`config.mk`:
```
export PLATFORM = sky130hd
export DESIGN_NAME = glyph_text_rect_generator
export DESIGN_NICKNAME = d
export VERILOG_FILES = /design/src/sv/gtrg_pkg.sv /design/src/sv/gtrg_fifo.sv /design/src/sv/gtrg_front.sv /design/src/sv/gtrg_back.sv /design/src/sv/glyph_text_rect_generator.sv
export SDC_FILE = /design/constraint.sdc
export NUM_CORES = 1
export LEC_CHECK = 0
export BUFFER_PORTS_ARGS = -buffer_cell sky130_fd_sc_hd__buf_2
export CAP_MARGIN = 40
export CELL_PAD_IN_SITES_DETAIL_PLACEMENT = 1
export CELL_PAD_IN_SITES_GLOBAL_PLACEMENT = 2
export CORE_ASPECT_RATIO = 1.25
export CORE_MARGIN = 2
export CORE_UTILIZATION = 44
export CTS_CLUSTER_DIAMETER = 80
export DETAILED_ROUTE_END_ITERATION = 12
export PLACE_DENSITY_LB_ADDON = 0.1
export REMOVE_ABC_BUFFERS = 1
export SYNTH_ARGS = -nofsm -noshare
export SYNTH_HDL_FRONTEND = slang
export SYNTH_SLANG_ARGS = --single-unit
```
`constraint.sdc`:
```
create_clock -name clk -period 10.75 [get_ports clk]
set_input_delay 0.5375 -clock clk [delete_from_list [all_inputs] [get_ports clk]]
set_output_delay 0.5375 -clock clk [all_outputs]
set_load 0.02 [all_outputs]
```
`src/sv/gtrg_pkg.sv`:
```
// gtrg_pkg: shared types, constants and the 5x7 font for the glyph text rectangle generator
// no dependencies; imported by gtrg_front, gtrg_back and glyph_text_rect_generator

package gtrg_pkg;

	localparam int GLYPH_ROWS = 7;
	localparam int GLYPH_COLS = 5;
	localparam int ADVANCE_CELLS = 6;
	localparam int GLYPH_COUNT = 42;

	// glyph slots of the font table
	localparam logic [5:0] GLYPH_DIGIT0 = 6'd26;
	localparam logic [5:0] GLYPH_COLON = 6'd36;
	localparam logic [5:0] GLYPH_PERIOD = 6'd37;
	localparam logic [5:0] GLYPH_MINUS = 6'd38;
	localparam logic [5:0] GLYPH_SLASH = 6'd39;
	localparam logic [5:0] GLYPH_SPACE = 6'd40;
	localparam logic [5:0] GLYPH_DEFAULT = 6'd41;

	// internal widths
	localparam int CUR_W = 14;   // cursor column
	localparam int ROW_W = 13;   // string origin row
	localparam int SCL_W = 7;    // latched scale, covers the largest scale limit
	localparam int PX_W = 15;    // cell corner coordinates and clamped screen size
	localparam int CFG_W = 13;   // screen size registers

	localparam int JOB_DEPTH = 2;
	localparam int RECT_DEPTH = 4;

	typedef enum logic {
		REG_SCREEN_W,
		REG_SCREEN_H
	} reg_idx_t;

	typedef enum logic [1:0] {
		ST_IDLE,
		ST_SCAN,
		ST_FLUSH
	} scan_state_t;

	// one character handed from the front to the back
	typedef struct packed {
		logic [5:0]       glyph;
		logic [CUR_W-1:0] cursor;
		logic [ROW_W-1:0] row;
		logic [SCL_W-1:0] scale;
		logic [31:0]      color;
	} job_t;

	// one fill rectangle word
	typedef struct packed {
		logic [11:0] x;
		logic [11:0] y;
		logic [4:0]  w;
		logic [4:0]  h;
		logic [31:0] color;
		logic        last;
	} rect_t;

	localparam logic [4:0] FONT_ROWS [0:GLYPH_COUNT-1][0:GLYPH_ROWS-1] = '{
		'{5'h0E, 5'h11, 5'h11, 5'h1F, 5'h11, 5'h11, 5'h11}, // A
		'{5'h1E, 5'h11, 5'h11, 5'h1E, 5'h11, 5'h11, 5'h1E}, // B
		'{5'h0F, 5'h10, 5'h10, 5'h10, 5'h10, 5'h10, 5'h0F}, // C
		'{5'h1E, 5'h11, 5'h11, 5'h11, 5'h11, 5'h11, 5'h1E}, // D
		'{5'h1F, 5'h10, 5'h10, 5'h1E, 5'h10, 5'h10, 5'h1F}, // E
		'{5'h1F, 5'h10, 5'h10, 5'h1E, 5'h10, 5'h10, 5'h10}, // F
		'{5'h0F, 5'h10, 5'h10, 5'h13, 5'h11, 5'h11, 5'h0F}, // G
		'{5'h11, 5'h11, 5'h11, 5'h1F, 5'h11, 5'h11, 5'h11}, // H
		'{5'h1F, 5'h04, 5'h04, 5'h04, 5'h04, 5'h04, 5'h1F}, // I
		'{5'h07, 5'h02, 5'h02, 5'h02, 5'h12, 5'h12, 5'h0C}, // J
		'{5'h11, 5'h12, 5'h14, 5'h18, 5'h14, 5'h12, 5'h11}, // K
		'{5'h10, 5'h10, 5'h10, 5'h10, 5'h10, 5'h10, 5'h1F}, // L
		'{5'h11, 5'h1B, 5'h15, 5'h15, 5'h11, 5'h11, 5'h11}, // M
		'{5'h11, 5'h19, 5'h15, 5'h13, 5'h11, 5'h11, 5'h11}, // N
		'{5'h0E, 5'h11, 5'h11, 5'h11, 5'h11, 5'h11, 5'h0E}, // O
		'{5'h1E, 5'h11, 5'h11, 5'h1E, 5'h10, 5'h10, 5'h10}, // P
		'{5'h0E, 5'h11, 5'h11, 5'h11, 5'h15, 5'h12, 5'h0D}, // Q
		'{5'h1E, 5'h11, 5'h11, 5'h1E, 5'h14, 5'h12, 5'h11}, // R
		'{5'h0F, 5'h10, 5'h10, 5'h0E, 5'h01, 5'h01, 5'h1E}, // S
		'{5'h1F, 5'h04, 5'h04, 5'h04, 5'h04, 5'h04, 5'h04}, // T
		'{5'h11, 5'h11, 5'h11, 5'h11, 5'h11, 5'h11, 5'h0E}, // U
		'{5'h11, 5'h11, 5'h11, 5'h11, 5'h0A, 5'h0A, 5'h04}, // V
		'{5'h11, 5'h11, 5'h11, 5'h15, 5'h15, 5'h15, 5'h0A}, // W
		'{5'h11, 5'h0A, 5'h04, 5'h04, 5'h04, 5'h0A, 5'h11}, // X
		'{5'h11, 5'h0A, 5'h04, 5'h04, 5'h04, 5'h04, 5'h04}, // Y
		'{5'h1F, 5'h01, 5'h02, 5'h04, 5'h08, 5'h10, 5'h1F}, // Z
		'{5'h0E, 5'h11, 5'h13, 5'h15, 5'h19, 5'h11, 5'h0E}, // 0
		'{5'h04, 5'h0C, 5'h04, 5'h04, 5'h04, 5'h04, 5'h0E}, // 1
		'{5'h0E, 5'h11, 5'h01, 5'h02, 5'h04, 5'h08, 5'h1F}, // 2
		'{5'h1E, 5'h01, 5'h01, 5'h0E, 5'h01, 5'h01, 5'h1E}, // 3
		'{5'h02, 5'h06, 5'h0A, 5'h12, 5'h1F, 5'h02, 5'h02}, // 4
		'{5'h1F, 5'h10, 5'h10, 5'h1E, 5'h01, 5'h01, 5'h1E}, // 5
		'{5'h0F, 5'h10, 5'h10, 5'h1E, 5'h11, 5'h11, 5'h0E}, // 6
		'{5'h1F, 5'h01, 5'h02, 5'h04, 5'h08, 5'h08, 5'h08}, // 7
		'{5'h0E, 5'h11, 5'h11, 5'h0E, 5'h11, 5'h11, 5'h0E}, // 8
		'{5'h0E, 5'h11, 5'h11, 5'h0F, 5'h01, 5'h01, 5'h1E}, // 9
		'{5'h00, 5'h04, 5'h04, 5'h00, 5'h04, 5'h04, 5'h00}, // colon
		'{5'h00, 5'h00, 5'h00, 5'h00, 5'h00, 5'h0C, 5'h0C}, // period
		'{5'h00, 5'h00, 5'h00, 5'h1F, 5'h00, 5'h00, 5'h00}, // minus
		'{5'h01, 5'h02, 5'h02, 5'h04, 5'h08, 5'h08, 5'h10}, // slash
		'{5'h00, 5'h00, 5'h00, 5'h00, 5'h00, 5'h00, 5'h00}, // space
		'{5'h1F, 5'h01, 5'h02, 5'h04, 5'h04, 5'h00, 5'h04}  // question mark
	};

	// character byte to font slot, lower case folded to upper
	function automatic logic [5:0] glyph_index(input logic [7:0] code);
		logic [7:0] c;
		logic [5:0] idx;
		c = code;
		if (c >= 8'h61 && c <= 8'h7A) begin
			c = c - 8'h20;
		end
		if (c >= 8'h41 && c <= 8'h5A) begin
			idx = 6'(c - 8'h41);
		end else if (c >= 8'h30 && c <= 8'h39) begin
			idx = GLYPH_DIGIT0 + 6'(c - 8'h30);
		end else if (c == 8'h3A) begin
			idx = GLYPH_COLON;
		end else if (c == 8'h2E) begin
			idx = GLYPH_PERIOD;
		end else if (c == 8'h2D) begin
			idx = GLYPH_MINUS;
		end else if (c == 8'h2F) begin
			idx = GLYPH_SLASH;
		end else if (c == 8'h20) begin
			idx = GLYPH_SPACE;
		end else begin
			idx = GLYPH_DEFAULT;
		end
		return idx;
	endfunction

	function automatic logic [4:0] font_row(input logic [5:0] idx, input logic [2:0] row);
		logic [4:0] bits;
		if (idx < 6'(GLYPH_COUNT) && row < 3'(GLYPH_ROWS)) begin
			bits = FONT_ROWS[idx][row];
		end else begin
			bits = '0;
		end
		return bits;
	endfunction

endpackage

```
`src/sv/gtrg_fifo.sv`:
```
// gtrg_fifo: small first-in first-out queue of packed words
// no package dependencies; used for the job queue and the rectangle queue

module gtrg_fifo #(
	parameter int WIDTH = 8,
	parameter int DEPTH = 2
) (
	input  logic             clk,
	input  logic             arst_n,
	input  logic             push,
	input  logic [WIDTH-1:0] wdata,
	output logic             full,
	input  logic             pop,
	output logic [WIDTH-1:0] rdata,
	output logic             empty
);

	localparam int PTR_W = (DEPTH > 1) ? $clog2(DEPTH) : 1;
	localparam int CNT_W = $clog2(DEPTH + 1);

	logic [WIDTH-1:0] mem_q [DEPTH];
	logic [PTR_W-1:0] wr_ptr_q;
	logic [PTR_W-1:0] rd_ptr_q;
	logic [CNT_W-1:0] count_q;
	logic             do_push;
	logic             do_pop;

	assign full = (count_q == CNT_W'(DEPTH));
	assign empty = (count_q == '0);
	assign do_push = push && !full;
	assign do_pop = pop && !empty;
	assign rdata = mem_q[rd_ptr_q];

	always_ff @(posedge clk) begin
		if (do_push) begin
			mem_q[wr_ptr_q] <= wdata;
		end
	end

	always_ff @(posedge clk or negedge arst_n) begin
		if (!arst_n) begin
			wr_ptr_q <= '0;
			rd_ptr_q <= '0;
			count_q <= '0;
		end else begin
			if (do_push) begin
				wr_ptr_q <= (wr_ptr_q == PTR_W'(DEPTH - 1)) ? '0 : wr_ptr_q + 1'b1;
			end
			if (do_pop) begin
				rd_ptr_q <= (rd_ptr_q == PTR_W'(DEPTH - 1)) ? '0 : rd_ptr_q + 1'b1;
			end
			if (do_push && !do_pop) begin
				count_q <= count_q + 1'b1;
			end else if (do_pop && !do_push) begin
				count_q <= count_q - 1'b1;
			end
		end
	end

endmodule

```
`src/sv/gtrg_front.sv`:
```
// gtrg_front: takes characters, keeps the string state and hands drawable ones to the back
// depends on gtrg_pkg

module gtrg_front #(
	parameter int MAX_SCALE = 16
) (
	input  logic                         clk,
	input  logic                         arst_n,
	input  logic                         push,
	output logic                         full,
	input  logic [7:0]                   char_code,
	input  logic                         first_char,
	input  logic [12:0]                  start_x,
	input  logic [12:0]                  start_y,
	input  logic [31:0]                  ink_color,
	input  logic [4:0]                   scale_factor,
	input  logic [gtrg_pkg::PX_W-1:0]    wdt,
	output logic                         job_push,
	output gtrg_pkg::job_t               job,
	input  logic                         job_full
);

	import gtrg_pkg::*;

	logic [CUR_W-1:0] cursor_q;
	logic [ROW_W-1:0] origin_q;
	logic [31:0]      color_q;
	logic [SCL_W-1:0] scale_q;
	logic             stopped_q;

	logic             accept;
	logic [SCL_W-1:0] sat_scale;
	logic [CUR_W-1:0] cur_eff;
	logic [ROW_W-1:0] row_eff;
	logic [31:0]      color_eff;
	logic [SCL_W-1:0] scale_eff;
	logic             stopped_eff;
	logic [SCL_W+2:0] step6;
	logic [CUR_W:0]   cur_sum;
	logic [CUR_W-1:0] cur_next;

	assign full = job_full;
	assign accept = push && !job_full;

	always_comb begin
		if ({2'b00, scale_factor} > SCL_W'(MAX_SCALE)) begin
			sat_scale = SCL_W'(MAX_SCALE);
		end else begin
			sat_scale = {2'b00, scale_factor};
		end
	end

	// first character of a string takes the new origin, color and scale
	assign cur_eff = first_char ? {1'b0, start_x} : cursor_q;
	assign row_eff = first_char ? start_y : origin_q;
	assign color_eff = first_char ? ink_color : color_q;
	assign scale_eff = first_char ? sat_scale : scale_q;
	assign stopped_eff = first_char ? (sat_scale == '0) : stopped_q;

	// six cells per character: 4s + 2s
	assign step6 = {1'b0, scale_eff, 2'b00} + {2'b00, scale_eff, 1'b0};
	assign cur_sum = {1'b0, cur_eff} + (CUR_W + 1)'(step6);
	assign cur_next = cur_sum[CUR_W-1:0];

	assign job_push = accept && !stopped_eff;
	assign job.glyph = glyph_index(char_code);
	assign job.cursor = cur_eff;
	assign job.row = row_eff;
	assign job.scale = scale_eff;
	assign job.color = color_eff;

	always_ff @(posedge clk or negedge arst_n) begin
		if (!arst_n) begin
			cursor_q <= '0;
			origin_q <= '0;
			color_q <= '0;
			scale_q <= '0;
			stopped_q <= 1'b1;
		end else if (accept) begin
			cursor_q <= cur_eff;
			origin_q <= row_eff;
			color_q <= color_eff;
			scale_q <= scale_eff;
			stopped_q <= stopped_eff;
			if (!stopped_eff) begin
				cursor_q <= cur_next;
				stopped_q <= ({1'b0, cur_next} >= wdt);
			end
		end
	end

endmodule

```
`src/sv/gtrg_back.sv`:
```
// gtrg_back: scans the 35 glyph cells of one character and emits clipped rectangles
// depends on gtrg_pkg

module gtrg_back (
	input  logic                      clk,
	input  logic                      arst_n,
	input  logic [gtrg_pkg::PX_W-1:0] wdt,
	input  logic [gtrg_pkg::PX_W-1:0] hgt,
	input  gtrg_pkg::job_t            job,
	input  logic                      job_empty,
	output logic                      job_pop,
	output logic                      rect_push,
	output gtrg_pkg::rect_t           rect_data,
	input  logic                      rect_full
);

	import gtrg_pkg::*;

	scan_state_t      state_q;
	scan_state_t      state_d;
	logic [5:0]       glyph_q;
	logic [CUR_W-1:0] base_q;
	logic [SCL_W-1:0] scale_q;
	logic [31:0]      color_q;
	logic [2:0]       row_q;
	logic [2:0]       col_q;
	logic [PX_W-1:0]  px_q;
	logic [PX_W-1:0]  py_q;
	logic             pend_valid_q;
	rect_t            pend_q;

	logic             load;
	logic             step;
	logic             flushed;
	logic [4:0]       row_bits;
	logic             lit;
	logic             hit;
	logic             last_cell;
	logic [PX_W-1:0]  scale_ext;
	logic [PX_W-1:0]  room_x;
	logic [PX_W-1:0]  room_y;
	logic [PX_W-1:0]  cell_w;
	logic [PX_W-1:0]  cell_h;

	assign row_bits = font_row(glyph_q, row_q);
	assign lit = row_bits[3'(GLYPH_COLS - 1) - col_q];
	assign hit = lit && (px_q < wdt) && (py_q < hgt);
	assign last_cell = (row_q == 3'(GLYPH_ROWS - 1)) && (col_q == 3'(GLYPH_COLS - 1));

	// clip the cell against the right and bottom edges
	assign scale_ext = PX_W'(scale_q);
	assign room_x = wdt - px_q;
	assign room_y = hgt - py_q;
	assign cell_w = (room_x < scale_ext) ? room_x : scale_ext;
	assign cell_h = (room_y < scale_ext) ? room_y : scale_ext;

	always_comb begin
		job_pop = 1'b0;
		rect_push = 1'b0;
		rect_data = pend_q;
		load = 1'b0;
		step = 1'b0;
		flushed = 1'b0;
		unique case (state_q)
			ST_IDLE: begin
				job_pop = !job_empty;
				load = !job_empty;
			end
			ST_SCAN: begin
				// a new hit pushes out the held one, which is then known not to be last
				rect_push = hit && pend_valid_q && !rect_full;
				rect_data.last = 1'b0;
				step = !(hit && pend_valid_q && rect_full);
			end
			ST_FLUSH: begin
				rect_push = pend_valid_q && !rect_full;
				rect_data.last = 1'b1;
				flushed = !(pend_valid_q && rect_full);
				job_pop = flushed && !job_empty;
				load = flushed && !job_empty;
			end
			default: begin
				job_pop = 1'b0;
			end
		endcase
	end

	always_comb begin
		state_d = state_q;
		unique case (state_q)
			ST_IDLE: begin
				if (!job_empty) begin
					state_d = ST_SCAN;
				end
			end
			ST_SCAN: begin
				if (step && last_cell) begin
					state_d = ST_FLUSH;
				end
			end
			ST_FLUSH: begin
				if (flushed) begin
					state_d = job_empty ? ST_IDLE : ST_SCAN;
				end
			end
			default: begin
				state_d = ST_IDLE;
			end
		endcase
	end

	always_ff @(posedge clk or negedge arst_n) begin
		if (!arst_n) begin
			state_q <= ST_IDLE;
			pend_valid_q <= 1'b0;
			row_q <= '0;
			col_q <= '0;
		end else begin
			state_q <= state_d;
			if (load) begin
				pend_valid_q <= 1'b0;
				row_q <= '0;
				col_q <= '0;
			end else if (step) begin
				if (hit) begin
					pend_valid_q <= 1'b1;
				end
				if (col_q == 3'(GLYPH_COLS - 1)) begin
					col_q <= '0;
					row_q <= row_q + 1'b1;
				end else begin
					col_q <= col_q + 1'b1;
				end
			end else if (flushed) begin
				pend_valid_q <= 1'b0;
			end
		end
	end

	// cell corners walk by the scale, no multiplier
	always_ff @(posedge clk) begin
		if (load) begin
			glyph_q <= job.glyph;
			base_q <= job.cursor;
			scale_q <= job.scale;
			color_q <= job.color;
			px_q <= PX_W'(job.cursor);
			py_q <= PX_W'(job.row);
		end else if (step) begin
			if (hit) begin
				pend_q.x <= px_q[11:0];
				pend_q.y <= py_q[11:0];
				pend_q.w <= cell_w[4:0];
				pend_q.h <= cell_h[4:0];
				pend_q.color <= color_q;
				pend_q.last <= 1'b0;
			end
			if (col_q == 3'(GLYPH_COLS - 1)) begin
				px_q <= PX_W'(base_q);
				py_q <= py_q + scale_ext;
			end else begin
				px_q <= px_q + scale_ext;
			end
		end
	end

endmodule

```
`src/sv/glyph_text_rect_generator.sv`:
```
// glyph_text_rect_generator: 5x7 font text renderer emitting one fill rectangle per lit cell
// an idle scanner loads a taken character, scans its 35 cells one per cycle unless a full
// result queue stalls it, then a flush state releases the held last rectangle and loads the
// next character; the single cell scanner in the back finishes one character before it takes
// the next, and stopped or suppressed characters never reach it.
// reset clears both queues, sets the screen to 640 x 480 and leaves the string stopped
// depends on gtrg_pkg, gtrg_fifo, gtrg_front, gtrg_back

module glyph_text_rect_generator #(
	parameter int MAX_DIM = 4096,
	parameter int MAX_SCALE = 16
) (
	input  logic        clk,
	input  logic        arst_n,
	// character words in
	input  logic        push,
	output logic        full,
	input  logic [7:0]  char_code,
	input  logic        first_char,
	input  logic [12:0] start_x,
	input  logic [12:0] start_y,
	input  logic [31:0] ink_color,
	input  logic [4:0]  scale_factor,
	// rectangle words out
	output logic        empty,
	input  logic        pop,
	output logic [11:0] rect_x,
	output logic [11:0] rect_y,
	output logic [4:0]  rect_w,
	output logic [4:0]  rect_h,
	output logic [31:0] fill_color,
	output logic        last_rect,
	// register port
	input  logic        psel,
	input  logic        penable,
	input  logic        pwrite,
	input  logic [2:0]  paddr,
	input  logic [31:0] pwdata,
	output logic [31:0] prdata,
	output logic        pready
);

	import gtrg_pkg::*;

	logic [CFG_W-1:0] scr_w_q;
	logic [CFG_W-1:0] scr_h_q;
	logic [PX_W-1:0]  wdt;
	logic [PX_W-1:0]  hgt;
	reg_idx_t         reg_idx;
	logic             cfg_wr;

	job_t             front_job;
	logic             job_push;
	logic             job_full;
	job_t             back_job;
	logic             job_empty;
	logic             job_pop;
	rect_t            back_rect;
	logic             rect_push;
	logic             rect_full;
	rect_t            out_rect;

	// register port: zero wait states, word address bit 2 picks the register
	assign pready = 1'b1;
	assign reg_idx = reg_idx_t'(paddr[2]);
	assign cfg_wr = psel && penable && pwrite && pready;

	always_comb begin
		unique case (reg_idx)
			REG_SCREEN_W: prdata = 32'(scr_w_q);
			REG_SCREEN_H: prdata = 32'(scr_h_q);
			default:      prdata = '0;
		endcase
	end

	always_ff @(posedge clk or negedge arst_n) begin
		if (!arst_n) begin
			scr_w_q <= CFG_W'(640);
			scr_h_q <= CFG_W'(480);
		end else if (cfg_wr) begin
			unique case (reg_idx)
				REG_SCREEN_W: scr_w_q <= pwdata[CFG_W-1:0];
				REG_SCREEN_H: scr_h_q <= pwdata[CFG_W-1:0];
				default:      scr_w_q <= scr_w_q;
			endcase
		end
	end

	// screen sizes beyond the supported dimension clamp to it
	assign wdt = (32'(scr_w_q) > 32'(MAX_DIM)) ? PX_W'(MAX_DIM) : PX_W'(scr_w_q);
	assign hgt = (32'(scr_h_q) > 32'(MAX_DIM)) ? PX_W'(MAX_DIM) : PX_W'(scr_h_q);

	// front: latches string state, folds the code to a glyph, drops stopped characters
	gtrg_front #(
		.MAX_SCALE(MAX_SCALE)
	) u_front (
		.clk         (clk),
		.arst_n      (arst_n),
		.push        (push),
		.full        (full),
		.char_code   (char_code),
		.first_char  (first_char),
		.start_x     (start_x),
		.start_y     (start_y),
		.ink_color   (ink_color),
		.scale_factor(scale_factor),
		.wdt         (wdt),
		.job_push    (job_push),
		.job         (front_job),
		.job_full    (job_full)
	);

	// short job queue lets the front keep taking words while the back scans
	gtrg_fifo #(
		.WIDTH($bits(job_t)),
		.DEPTH(JOB_DEPTH)
	) u_job_fifo (
		.clk   (clk),
		.arst_n(arst_n),
		.push  (job_push),
		.wdata (front_job),
		.full  (job_full),
		.pop   (job_pop),
		.rdata (back_job),
		.empty (job_empty)
	);

	// back: one cell per cycle unless a full queue stalls it; holds one hit to flag the last
	gtrg_back u_back (
		.clk      (clk),
		.arst_n   (arst_n),
		.wdt      (wdt),
		.hgt      (hgt),
		.job      (back_job),
		.job_empty(job_empty),
		.job_pop  (job_pop),
		.rect_push(rect_push),
		.rect_data(back_rect),
		.rect_full(rect_full)
	);

	// result queue parts the scanner from the consumer
	gtrg_fifo #(
		.WIDTH($bits(rect_t)),
		.DEPTH(RECT_DEPTH)
	) u_rect_fifo (
		.clk   (clk),
		.arst_n(arst_n),
		.push  (rect_push),
		.wdata (back_rect),
		.full  (rect_full),
		.pop   (pop),
		.rdata (out_rect),
		.empty (empty)
	);

	assign rect_x = out_rect.x;
	assign rect_y = out_rect.y;
	assign rect_w = out_rect.w;
	assign rect_h = out_rect.h;
	assign fill_color = out_rect.color;
	assign last_rect = out_rect.last;

	// the scanner never writes a full result queue
	a_rect_no_overflow: assert property (@(posedge clk) disable iff (!arst_n)
		rect_push |-> !rect_full)
		else $error("rectangle pushed into a full queue");

	// the front never hands a job to a full queue
	a_job_no_overflow: assert property (@(posedge clk) disable iff (!arst_n)
		job_push |-> !job_full)
		else $error("job pushed into a full queue");

	// a clipped rectangle always keeps at least one pixel each way
	a_rect_nonzero: assert property (@(posedge clk) disable iff (!arst_n)
		!empty |-> (rect_w != 5'd0 && rect_h != 5'd0))
		else $error("rectangle with zero size");

endmodule

```
=== Word level (Yosys, flattened, before mapping) ===
Memories as Yosys holds them, arrays and structs flattened.
Index checks and enable logic that the tools add are counted.

* Flip-flop bits (word level): 268
* Bits in writable memories: 412
* Bits in read-only memories: 2240
* Word-level logic and storage cells: 214
* Memories: 3

{| class="wikitable"
|+ Memories
! memory !! depth !! bits a word !! rd ports !! clocked after Yosys merged registers in !! write ports !! line !! source
|-
| (no name shown) || 64 || 35 || 1 || 0 || 0 || gtrg_pkg.sv:136 || <nowiki>bits = FONT_ROWS[idx][row];</nowiki>
|-
| u_rect_fifo.mem_q || 4 || 67 || 1 || 0 || 1 || gtrg_fifo.sv:21 || <nowiki>logic [WIDTH-1:0] mem_q [DEPTH];</nowiki>
|-
| u_job_fifo.mem_q || 2 || 72 || 1 || 0 || 1 || gtrg_fifo.sv:21 ||
|}

* $add $sub $neg: 21
* Magnitude comparators: 19
* Equality and inequality tests: 17
* Muxes and demuxes: 67
* Bitwise operators: 4
* Reductions and logical operators: 53

{| class="wikitable"
|+ Operators with widths
! kind !! count
|-
| two-way mux 13 bit || 6
|-
| two-way mux 35 bit || 2
|-
| case mux 32 bit (2 select lines) || 1
|-
| two-way mux 14 bit || 4
|-
| equality test 8 x 6 -> 1 bit (second input constant) || 5
|-
| two-way mux 6 bit || 6
|-
| two-way mux 32 bit || 1
|-
| adder 15 x 7 -> 15 bit || 2
|-
| less-than comparator 15 x 13 -> 1 bit || 2
|-
| less-than comparator 15 x 7 -> 1 bit || 2
|-
| two-way mux 5 bit || 6
|-
| subtractor 13 x 15 -> 15 bit || 2
|-
| greater-than comparator 13 bit (second input constant) || 2
|-
| logical AND 1 bit || 26
|-
| two-way mux 3 bit || 8
|-
| two-way mux 1 bit || 18
|-
| greater-or-equal comparator 8 x 7 -> 1 bit (second input constant) || 2
|-
| <= comparator 8 x 7 -> 1 bit (second input constant) || 2
|-
| binary-select mux 5 bit (select 3 bit) || 1
|-
| two-way mux 15 bit || 1
|-
| adder 14 x 10 -> 14 bit || 1
|-
| greater-or-equal comparator 14 x 13 -> 1 bit || 1
|-
| two-way mux 2 bit || 7
|-
| logical NOT 1 bit || 11
|-
| 40 further kinds || 62
|}

=== Logic depth before layout (Yosys ltp) ===
Gate-level depths: netlist of run 1.

* Depth after elaboration: 20
* Gate-level depth with buffers: 24

=== Hierarchy ===
Synthesis of run 1 repeated with hierarchy kept, for this count alone.

* Cells, all modules: 2280
* Area, all modules: 32990.4 µm²

{| class="wikitable"
|+ Modules (own cells, without submodules)
! module !! instances !! cells each !! area each (µm²) !! seq. area each (µm²)
|-
| gtrg_back || 1 || 1061 || 10735.3 || 4849.7
|-
| gtrg_fifo at u_rect_fifo || 1 || 388 || 10121.0 || 8222.9
|-
| gtrg_fifo at u_job_fifo || 1 || 243 || 5741.8 || 4424.2
|-
| gtrg_front || 1 || 468 || 4874.7 || 1677.9
|-
| glyph_text_rect_generator || 1 || 120 || 1517.7 || 658.1
|}

=== Worst setup path before layout of run 1 ===
No wires, ideal clock.

* Path type: reg-to-reg
* From: register u_back.glyph_q[1]
* To: register u_back.pend_q (netlist bit u_back.rect_data[10]) (enable)
* Library setup time: 571 ps
* Arrival: 7240 ps
* Slack: 2939 ps
* Cell stages (with the launch flop): 14
* Clock period less this slack: 7811 ps
* Cells stage by stage: edfxtp_1 > buf_2 > inv_1 > ha_1 > buf_2 > nor4b_1 > o21ai_1 > a31o_2 > a211oi_2 > o21ai_1 > a32o_4 > nand2_2 > o21ai_0 > nor3_1

* Longest elaborated chain between the ends: 17

{| class="wikitable"
|+ Ends and longest elaborated chain
! what !! line !! source
|-
| start: declaration || gtrg_back.sv:21 || <nowiki>logic [5:0] glyph_q;</nowiki>
|-
| start signal: assignment || gtrg_back.sv:143 || <nowiki>glyph_q <= job.glyph;</nowiki>
|-
| inverter 6 -> 7 bit (not written as such) || gtrg_pkg.sv:136 ||
|-
| memory (64 x 35 bit) || n/a ||
|-
| two-way mux 35 bit (not written as such) (2 in series) || gtrg_pkg.sv:136 ||
|-
| binary-select mux 5 bit (select 3 bit) || gtrg_pkg.sv:136 ||
|-
| two-way mux 5 bit (not written as such) (2 in series) || gtrg_pkg.sv:136 ||
|-
| two-way mux 5 bit * || gtrg_pkg.sv:135 || <nowiki>if (idx < 6'(GLYPH_COUNT) && row < 3'(GLYPH_ROWS)) begin</nowiki>
|-
| binary-select mux 1 bit (select 3 bit) * || gtrg_back.sv:46 || <nowiki>assign lit = row_bits[3'(GLYPH_COLS - 1) - col_q];</nowiki>
|-
| two-way mux 1 bit (not written as such) * || gtrg_back.sv:46 ||
|-
| logical AND 1 bit * (2 in series) || gtrg_back.sv:47 || <nowiki>assign hit = lit && (px_q < wdt) && (py_q < hgt);</nowiki>
|-
| logical AND 1 bit (2 in series) || gtrg_back.sv:73 || <nowiki>step = !(hit && pend_valid_q && rect_full);</nowiki>
|-
| logical NOT 1 bit || gtrg_back.sv:73 ||
|-
| two-way mux 1 bit || gtrg_back.sv:64 || <nowiki>unique case (state_q)</nowiki>
|-
| AND reduction 3 bit (no line) * || n/a ||
|-
| end: declaration || gtrg_back.sv:30 || <nowiki>rect_t pend_q;</nowiki>
|}

Every way passes the cells marked *; elsewhere a longest branch is shown, timed or not. The select of a mux whose other input is x is not followed.
A chain may end at the register's enable or synchronous reset.

=== Worst setup path in the final report of run 1 ===
* From: input first_char
* To: register u_front.stopped_q

* Longest elaborated chain between the ends: 5

{| class="wikitable"
|+ Ends and longest elaborated chain
! what !! line !! source
|-
| start: declaration || glyph_text_rect_generator.sv:19 || <nowiki>input logic first_char,</nowiki>
|-
| two-way mux 7 bit || gtrg_front.sv:57 || <nowiki>assign scale_eff = first_char ? sat_scale : scale_q;</nowiki>
|-
| adder 9 x 8 -> 10 bit || gtrg_front.sv:61 || <nowiki>assign step6 = {1'b0, scale_eff, 2'b00} + {2'b00, scale_eff, 1'b0};</nowiki>
|-
| adder 14 x 10 -> 14 bit || gtrg_front.sv:62 || <nowiki>assign cur_sum = {1'b0, cur_eff} + (CUR_W + 1)'(step6);</nowiki>
|-
| greater-or-equal comparator 14 x 13 -> 1 bit || gtrg_front.sv:87 || <nowiki>stopped_q <= ({1'b0, cur_next} >= wdt);</nowiki>
|-
| two-way mux 1 bit * || gtrg_front.sv:85 || <nowiki>if (!stopped_eff) begin</nowiki>
|-
| end signal: assignment || gtrg_front.sv:84 || <nowiki>stopped_q <= stopped_eff;</nowiki>
|-
| end signal: assignment || gtrg_front.sv:87 ||
|-
| end: declaration || gtrg_front.sv:29 || <nowiki>logic stopped_q;</nowiki>
|}

Every way passes the cells marked *; elsewhere a longest branch is shown, timed or not.

==> results of run 1 <==
layout make-up:
class / count / share of cell area
Sequential cell: 680 / 0.544
Clock buffer: 98 / 0.0528
Inverter: 116 / 0.0119
Tap cell: 952 / 0.0326
Clock inverter: 30 / 0.0119
Multi-Input combinational cell: 1314 / 0.309
Antenna cell: 2 / 0.000137
Timing Repair Buffer: 217 / 0.0378
per-layer routing:
metal / share of wire / GRT usage
met1: 0.41 / 0.271
met2: 0.54 / 0.409
met3: 0.036 / 0.0264
met4: 0.018 / 0.0538
met5: 0 / 0
report_power, final:
group / internal, mW / switching, mW / total (mW)
clock: 1.46 / 1.00 / 2.47
combinational: 1.69 / 2.52 / 4.21
sequential: 3.52 / 0.331 / 3.85
through the flow:
stage               cells  worst slack [ns]
finish               3409              5.47
floorplan            2110              1.02
detailed placement   3278              4.83
CTS                  3407              5.43
global route         3407              5.08
global placement     3265              4.43
flip-flops by register name (all words and copies together) (netlist names), 2 cells and up:
register / flops
u_back.row_q: 3
scr_h_q: 13
u_back.state_q: 2
u_job_fifo.count_q: 2
u_rect_fifo.rd_ptr_q: 2
scr_w_q: 13
u_rect_fifo.mem_q: 268
u_back.col_q: 3
u_back.rect_data: 66
u_job_fifo.mem_q: 144
u_front.color_q: 32
u_back.px_q: 15
u_front.cursor_q: 14
u_back.color_q: 32
u_rect_fifo.count_q: 3
u_rect_fifo.wr_ptr_q: 2
u_front.scale_q: 7
u_front.origin_q: 13
u_back.base_q: 14
u_back.py_q: 15
u_back.scale_q: 7
u_back.glyph_q: 6
how the worst max path moves through the flow:
stage,start,endpoint,slack (ns),cells past startpoint
after floorplan,u_back.state_q[0]$_DFFE_PN0P_,u_back.rect_data[10]$_DFFE_PP_,1.02,5
after global placement,first_char,u_front.stopped_q$_DFFE_PN1P_,4.43,22
after detailed placement,first_char,u_front.stopped_q$_DFFE_PN1P_,4.83,22
after CTS,u_back.glyph_q[0]$_DFFE_PP_,u_rect_fifo.mem_q[2][39]$_DFFE_PP_,5.43,14
after global routing,first_char,u_front.stopped_q$_DFFE_PN1P_,5.08,22
final,first_char,u_front.stopped_q$_DFFE_PN1P_,5.47,22
critical path, delay by kind of cell:
family,cells,cell delay [ns]
AND/OR/NAND/NOR,3,0.68
adder cells (fa/ha/maj),4,1.24
multiplexers,1,0.41
buffers and inverters,4,0.83
XOR/XNOR,1,0.13
AO/OA/AOI/OAI,9,1.93
cell families (layout without fill, tap and decap cells):
logic type / Yosys count / in the layout / synth area share
flip-flops: 680 / 680 / 0.618
AND/OR/NAND/NOR: 409 / 409 / 0.0651
AO/OA/AOI/OAI: 376 / 376 / 0.0781
multiplexers: 329 / 329 / 0.138
buffers and inverters: 243 / 461 / 0.0342
adder cells (fa/ha/maj): 126 / 126 / 0.0517
XOR/XNOR: 54 / 54 / 0.0147
other: 2 / 22 / 0.000234
cells in the final DEF, fill, tap and decap left out, types with 16 or more instances in the layout:
master / n
inv_1: 112
nand2b_1: 32
a31oi_1: 16
dfrtp_1: 103
clkbuf_1: 22
nor3_1: 24
mux2_2: 218
clkbuf_16: 71
nand2_1: 96
buf_4: 30
a21oi_1: 92
mux4_2: 69
ha_1: 112
mux2i_1: 39
a21o_1: 19
nor2_1: 91
o21ai_0: 91
nor2b_1: 44
edfxtp_1: 564
buf_2: 172
conb_1: 20
xnor2_1: 42
nand3_1: 30
==> flow_metrics.tcl, run 1 <==
set metrics [dict create \
    first_global_vias 20846 \
    cpPeakStageDelay_ns 0.47 \
    end_kind "flop" \
    postSynthCellCount 2219 \
    dieHeight_um 306 \
    fin_tns_setup_ns 0 \
    register_area_sq_um 19800 \
    io_pins 216 \
    grt_max_degree 77 \
    drive_gt1_frac 0.266 \
    hold_violations 0 \
    synth_top_area_cell "edfxtp_1" \
    wl_mm 81.9 \
    crit_required_ns 11.27 \
    fin_crit_sh 0.491 \
    cts-root-buf "clkbuf_16" \
    holdWs_ns 0.188 \
    synthArstFlopShare 0.166 \
    hp-class "primary input to flop" \
    startpoint_type "primary input" \
    ant_nets 0 \
    postCtsHoldBufs 1 \
    dpl_cell_area_sq_um 34100 \
    track_usage 0.220 \
    num-nets-final 2636 \
    power-per-cell-area_nw_per_um2 289 \
    drtIter0Drc 940 \
    worstSetupPathType "primary input to flop" \
    r2r-end "u_rect_fifo.mem_q[2][55]$_DFFE_PP_" \
    port-buffer-count 174 \
    min_from "pwdata[3]" \
    synth_seq_cells 680 \
    vias_per_cell 5.57 \
    fp-row-count 110 \
    worstSkewPairLatency_ns 0.61 \
    route.detailed.drc 0 \
    crit_chain "buf_4 -> buf_4 -> mux2i_1 -> fa_1 -> inv_1 -> ha_1 -> inv_1 -> fa_1 -> nor2b_1 -> o21ai_0 -> a21boi_0 -> o21ai_0 -> a21boi_0 -> o21ai_0 -> and2_1 -> xnor2_1 -> ha_1 -> or3_1 -> a2111oi_0 -> o21ai_0 -> a311oi_1 -> a21oi_1" \
    outcome "completed" \
    overflow 0 \
    vias 18975 \
    setup-violations-final 0 \
    avgSynthCellArea_sq_um 14.5 \
    worst_r2r_path_depth 14 \
    multi_input_area_sq_um 11300 \
    wl_per_cell_um 24.0 \
    min_to "scr_h_q[3]$_DFFE_PN0P_" \
    hold-path-cell-count 2 \
    area_delta_synth_final_pct 13.7 \
    antenna_found_initial 2 \
    r2r_start "u_back.glyph_q[0]$_DFFE_PP_" \
    p_leak_nw 13.5 \
    arrival_ns 5.80 \
    dr.pass1.iters 7 \
    cts_buffers 69 \
    stdcell_area_sq_um 36500 \
    critPathMostFrequentCell "o21ai_0" \
    synth_commonest_cells "edfxtp_1, mux2_2, ha_1, inv_1, dfrtp_1" \
    maxSlewViolCount 0 \
    synth_edf_count 564 \
    cp_slowest_cell "fa_1" \
    cts_max_level 3 \
    yosys_warnings 0 \
    fp.dieArea_sq_um 75200 \
    fill_cells 7079 \
    start_util 0.445 \
    cts_resized 0 \
    path_clk_slew_ns 0.06 \
    synth_most_common_cell "edfxtp_1" \
    clock_skew_ns 0.0236 \
    yosysSeqAreaShare 0.618 \
    yosys.area.top_type_share 0.527 \
    rsz0062_at_grt "false" \
    yosysUniqueCellTypes 98 \
    max-slew-margin-rel 0.439 \
    clockBufferDepth 3 \
    drv_cap 0 \
    fin_util 0.506 \
    tritoncts "done" \
    reg2reg_slack_ns 5.54 \
    fp.dieW_um 246 \
    post_cts_buffers 0 \
    post-dp-hpwl_mm 56.6 \
    synth_top_flop_cell "edfxtp_1" \
    tightest_slew_ns 0.842 \
    critPathMaxFanout 21 \
    period_needed_ns 5.28 \
    grt_pass1_wl_mm 126 \
    core_area_sq_um 72100 \
    place.gp.congestion 0.879 \
    finalPower_mw 10.5 \
    fmax_mhz 190 \
    synth.area.top_cells "edfxtp_1, dfrtp_1, mux2_2, mux4_2, ha_1" \
    netlist_area_sq_um 32100 \
    cts.sinks 680 \
    irDropWorstVdd_mv 0.153 \
]
Power figures use the tool's default switching activity.
==> run 2: changes to the inputs <==
--- a/config.mk
+++ b/config.mk
@@ -5,13 +5,14 @@
 export SDC_FILE = /design/constraint.sdc
 export NUM_CORES = 1
 export LEC_CHECK = 0
+export ABC_AREA = 1
 export BUFFER_PORTS_ARGS = -buffer_cell sky130_fd_sc_hd__buf_2
 export CAP_MARGIN = 40
 export CELL_PAD_IN_SITES_DETAIL_PLACEMENT = 1
 export CELL_PAD_IN_SITES_GLOBAL_PLACEMENT = 2
 export CORE_ASPECT_RATIO = 1.25
 export CORE_MARGIN = 2
-export CORE_UTILIZATION = 44
+export CORE_UTILIZATION = 36
 export CTS_CLUSTER_DIAMETER = 80
 export DETAILED_ROUTE_END_ITERATION = 12
 export PLACE_DENSITY_LB_ADDON = 0.1
==> constraint.sdc (replaced) <==
create_clock -name clk -period 4.8 [get_ports clk]
set_input_delay 0.24 -clock clk [delete_from_list [all_inputs] [get_ports clk]]
set_output_delay 0.24 -clock clk [all_outputs]
set_load 0.02 [all_outputs]
==> flow_metrics.tcl, run 2 <==
set metrics [dict create \
    critPathMostFrequentCell "nand2_1" \
    synthAdderAreaFrac 0.0510 \
    postSynthCellCount 3168 \
    cpPeakStageDelay_ns 0.43 \
    dieHeight_um 338 \
    worstSetupPathType "flop to flop" \
    fin_tns_setup_ns 0 \
    final_cell_count_no_fill 4621 \
    fill_cells 9926 \
    route.detailed.drc 0 \
    vias_per_cell 5.03 \
    synth_most_common_cell "nand2_1" \
    layout_common_cells "nand2_1, edfxtp_1, o21ai_0" \
    fin_ws_ns 0.343 \
    place_inst 4455 \
    tightest_slew_ns 0.859 \
    first_global_vias 24913 \
    startpoint_type "flop" \
    place_ws_ns 0.212 \
    area_delta_synth_final_pct 16.2 \
    io_pins 216 \
    fmax_mhz 224 \
    cp_slowest_cell "dfrtp_1" \
    power-per-cell-area_nw_per_um2 665 \
    synth_edf_count 564 \
    largest_reg_flops 268 \
    fp-row-count 122 \
    final_common_cell "nand2_1" \
    yosysUniqueCellTypes 58 \
    vias 23251 \
    grt_pass1_wl_mm 150 \
    tritoncts "done" \
    critPathMaxFanout 11 \
    overflow 0 \
    wl_per_cell_um 21.1 \
    fin_util 0.423 \
    post-dp-hpwl_mm 68.7 \
    fp.dieW_um 272 \
    synth_compound_area_frac 0.102 \
    p_leak_nw 15.3 \
    rsz0062_at_grt "false" \
    cts_max_level 3 \
    irDropWorstVdd_mv 0.331 \
    antenna_found_initial 1 \
    synth.area.top_cells "edfxtp_1, nand2_1, dfrtp_1, o21ai_0, ha_1" \
    fin_crit_sh 0.929 \
    setup-violations-final 0 \
    port-buffer-count 174 \
    grt_max_degree 77 \
    maxSlewViolCount 0 \
    avgSynthCellArea_sq_um 10.2 \
    yosys.area.top_type_share 0.526 \
    synth_top_area_cell "edfxtp_1" \
    crit_required_ns 5.29 \
    synthArstFlopShare 0.166 \
    core_area_sq_um 88500 \
    place.gp.congestion 0.884 \
    clockBufferDepth 3 \
    max-slew-margin-rel 0.427 \
    regMostFlops "u_rect_fifo.mem_q" \
    num-nets-final 3623 \
    synth_commonest_cells "nand2_1, edfxtp_1, o21ai_0, inv_1, nor2_1" \
    finalPower_mw 24.9 \
    start_util 0.364 \
    cts-root-buf "clkbuf_16" \
    netlist_area_sq_um 32200 \
    outcome "completed" \
    drtIter0Drc 1305 \
    synth_seq_cells 680 \
    cts.sinks 680 \
    yosys.area_share.xor_xnor 0.0152 \
    muxShareOfSynthArea 0.000971 \
    hold_violations 0 \
    hp-class "primary input to flop" \
    yosys_warnings 0 \
    ant_nets 0 \
    drv_cap 0 \
    clock_skew_ns 0.0239 \
    synth_top_flop_cell "edfxtp_1" \
    synth_simple_gate_area_share 0.156 \
    crit_chain "nor4_1 -> nand3_1 -> nand2_1 -> inv_1 -> nor2_1 -> ha_1 -> nand2_1 -> nor2_1 -> nand2_1 -> o211ai_1 -> nand3b_1 -> nand2_1 -> nand3_1 -> a21oi_1 -> nand4_2 -> nand2_1 -> nand4_2 -> inv_1 -> ha_1 -> inv_1 -> fa_1 -> a21oi_1 -> o21ai_0 -> xor2_1" \
    wl_mm 97.4 \
    cts_buffers 75 \
    arrival_ns 4.94 \
    antennaDiodeCount 0 \
    dr.pass1.iters 5 \
    yosysSeqAreaShare 0.616 \
    worstSkewPairLatency_ns 0.63 \
    end_kind "flop" \
    period_needed_ns 4.46 \
    synth_top_family_by_area "simple AND/OR/NAND/NOR gates" \
    track_usage 0.212 \
    path_clk_slew_ns 0.05 \
    fp.dieArea_sq_um 91900 \
    drive_gt1_frac 0.122 \
]
run 2: changes by cell type in the layout (fill, tap and decap cells not counted), sizes merged, moves of 32 or more:
cell    before  now
inv        116  313
mux2       221    1
mux2i       39    2
mux4        69    0
nand2       98  762
nand2b      32    0
nand3       30   99
nor2        94  279
nor2b       44    0
o21ai       98  381
o22ai        4   69
xnor2       42   10
xor2        12   46
run 2: metrics by stage:
| step | hold WS (ns) | area [sq um] |
|---|---|---|
| 3_3_place_gp | 0.354 | 34500 |
| 6_report | 0.0225 | 37400 |
| 5_1_grt | 0.0361 | 37400 |
| 3_5_place_dp | 0.355 | 34700 |
| 4_1_cts | 0.00103 | 37400 |
| 2_1_floorplan | -0.0556 | 31600 |
run 2: worst max-delay path: cells and delay by family (launching register included):
family                   cells  cell delay (ns)
AND/OR/NAND/NOR             13             1.94
XOR/XNOR                     1             0.16
buffers and inverters        3             0.37
adder cells (fa/ha/maj)      3             0.77
AO/OA/AOI/OAI                4             0.64
flip-flops                   1             0.43
run 2: power breakdown:
group	leakage, nW	switching (mW)	internal, mW	total, mW
Sequential	6.61	0.703	7.88	8.58
Combinational	7.54	7.33	3.24	10.6
Clock	1.18	2.35	3.38	5.72
run 2: worst paths after layout:
check / start / endpoint / slack [ns] / depth (start not counted)
setup reg to reg: scr_h_q[9]$_DFFE_PN0P_ / u_rect_fifo.count_q[2]$_DFFE_PN0P_ / 0.34 / 24
hold / removal: ink_color[8] / u_front.color_q[8]$_DFFE_PN0P_ / 0.02 / 5
setup / recovery: scr_h_q[9]$_DFFE_PN0P_ / u_rect_fifo.count_q[2]$_DFFE_PN0P_ / 0.34 / 24
hold reg to reg: u_back.color_q[26]$_DFFE_PP_ / u_back.rect_data[27]$_DFFE_PP_ / 0.41 / 0
min in group asynchronous: arst_n / u_front.cursor_q[9]$_DFFE_PN0P_ / 0.22 / 2
max in group asynchronous: arst_n / u_rect_fifo.rd_ptr_q[0]$_DFFE_PN0P_ / 3.45 / 3
run 2: kinds of logic (layout without fill, tap and decap cells):
logic type               Yosys count  after routing
adder cells (fa/ha/maj)          124            124
AO/OA/AOI/OAI                    614            614
buffers and inverters            461            718
flip-flops                       680            680
XOR/XNOR                          56             56
AND/OR/NAND/NOR                 1228           1228
multiplexers                       3              3
other                              2             20
run 2: what timing repair did:
| action | CTS | global route |
|---|---|---|
| endpoints found under the hold margin | 94 | 1 |
| hold buffers | 27 | 1 |
| buffers inserted | 0 | 1 |
| resized for setup | 0 | 8 |
| setup endpoints to repair | 0 | 6 |
run 2: area by class of cell:
class / instances / area [sq um] / share of cell area
Clock buffer: 94 / 1990 / 0.0532
Clock inverter: 41 / 439 / 0.0117
Inverter: 314 / 1190 / 0.0318
Multi-Input combinational cell: 2045 / 10600 / 0.285
Sequential cell: 680 / 19800 / 0.530
Tap cell: 1178 / 1470 / 0.0394
Timing Repair Buffer: 269 / 1830 / 0.0490
run 2: routing by layer:
| metal | GRT usage | up-vias | part of all wire |
|---|---|---|---|
| met2 | 0.369 | 397 | 0.50 |
| met3 | 0.0271 | 109 | 0.035 |
| met5 | 0 | - | 0 |
| met1 | 0.279 | 11587 | 0.45 |
| li1 | - | 11158 | - |
| met4 | 0.0513 | 0 | 0.018 |
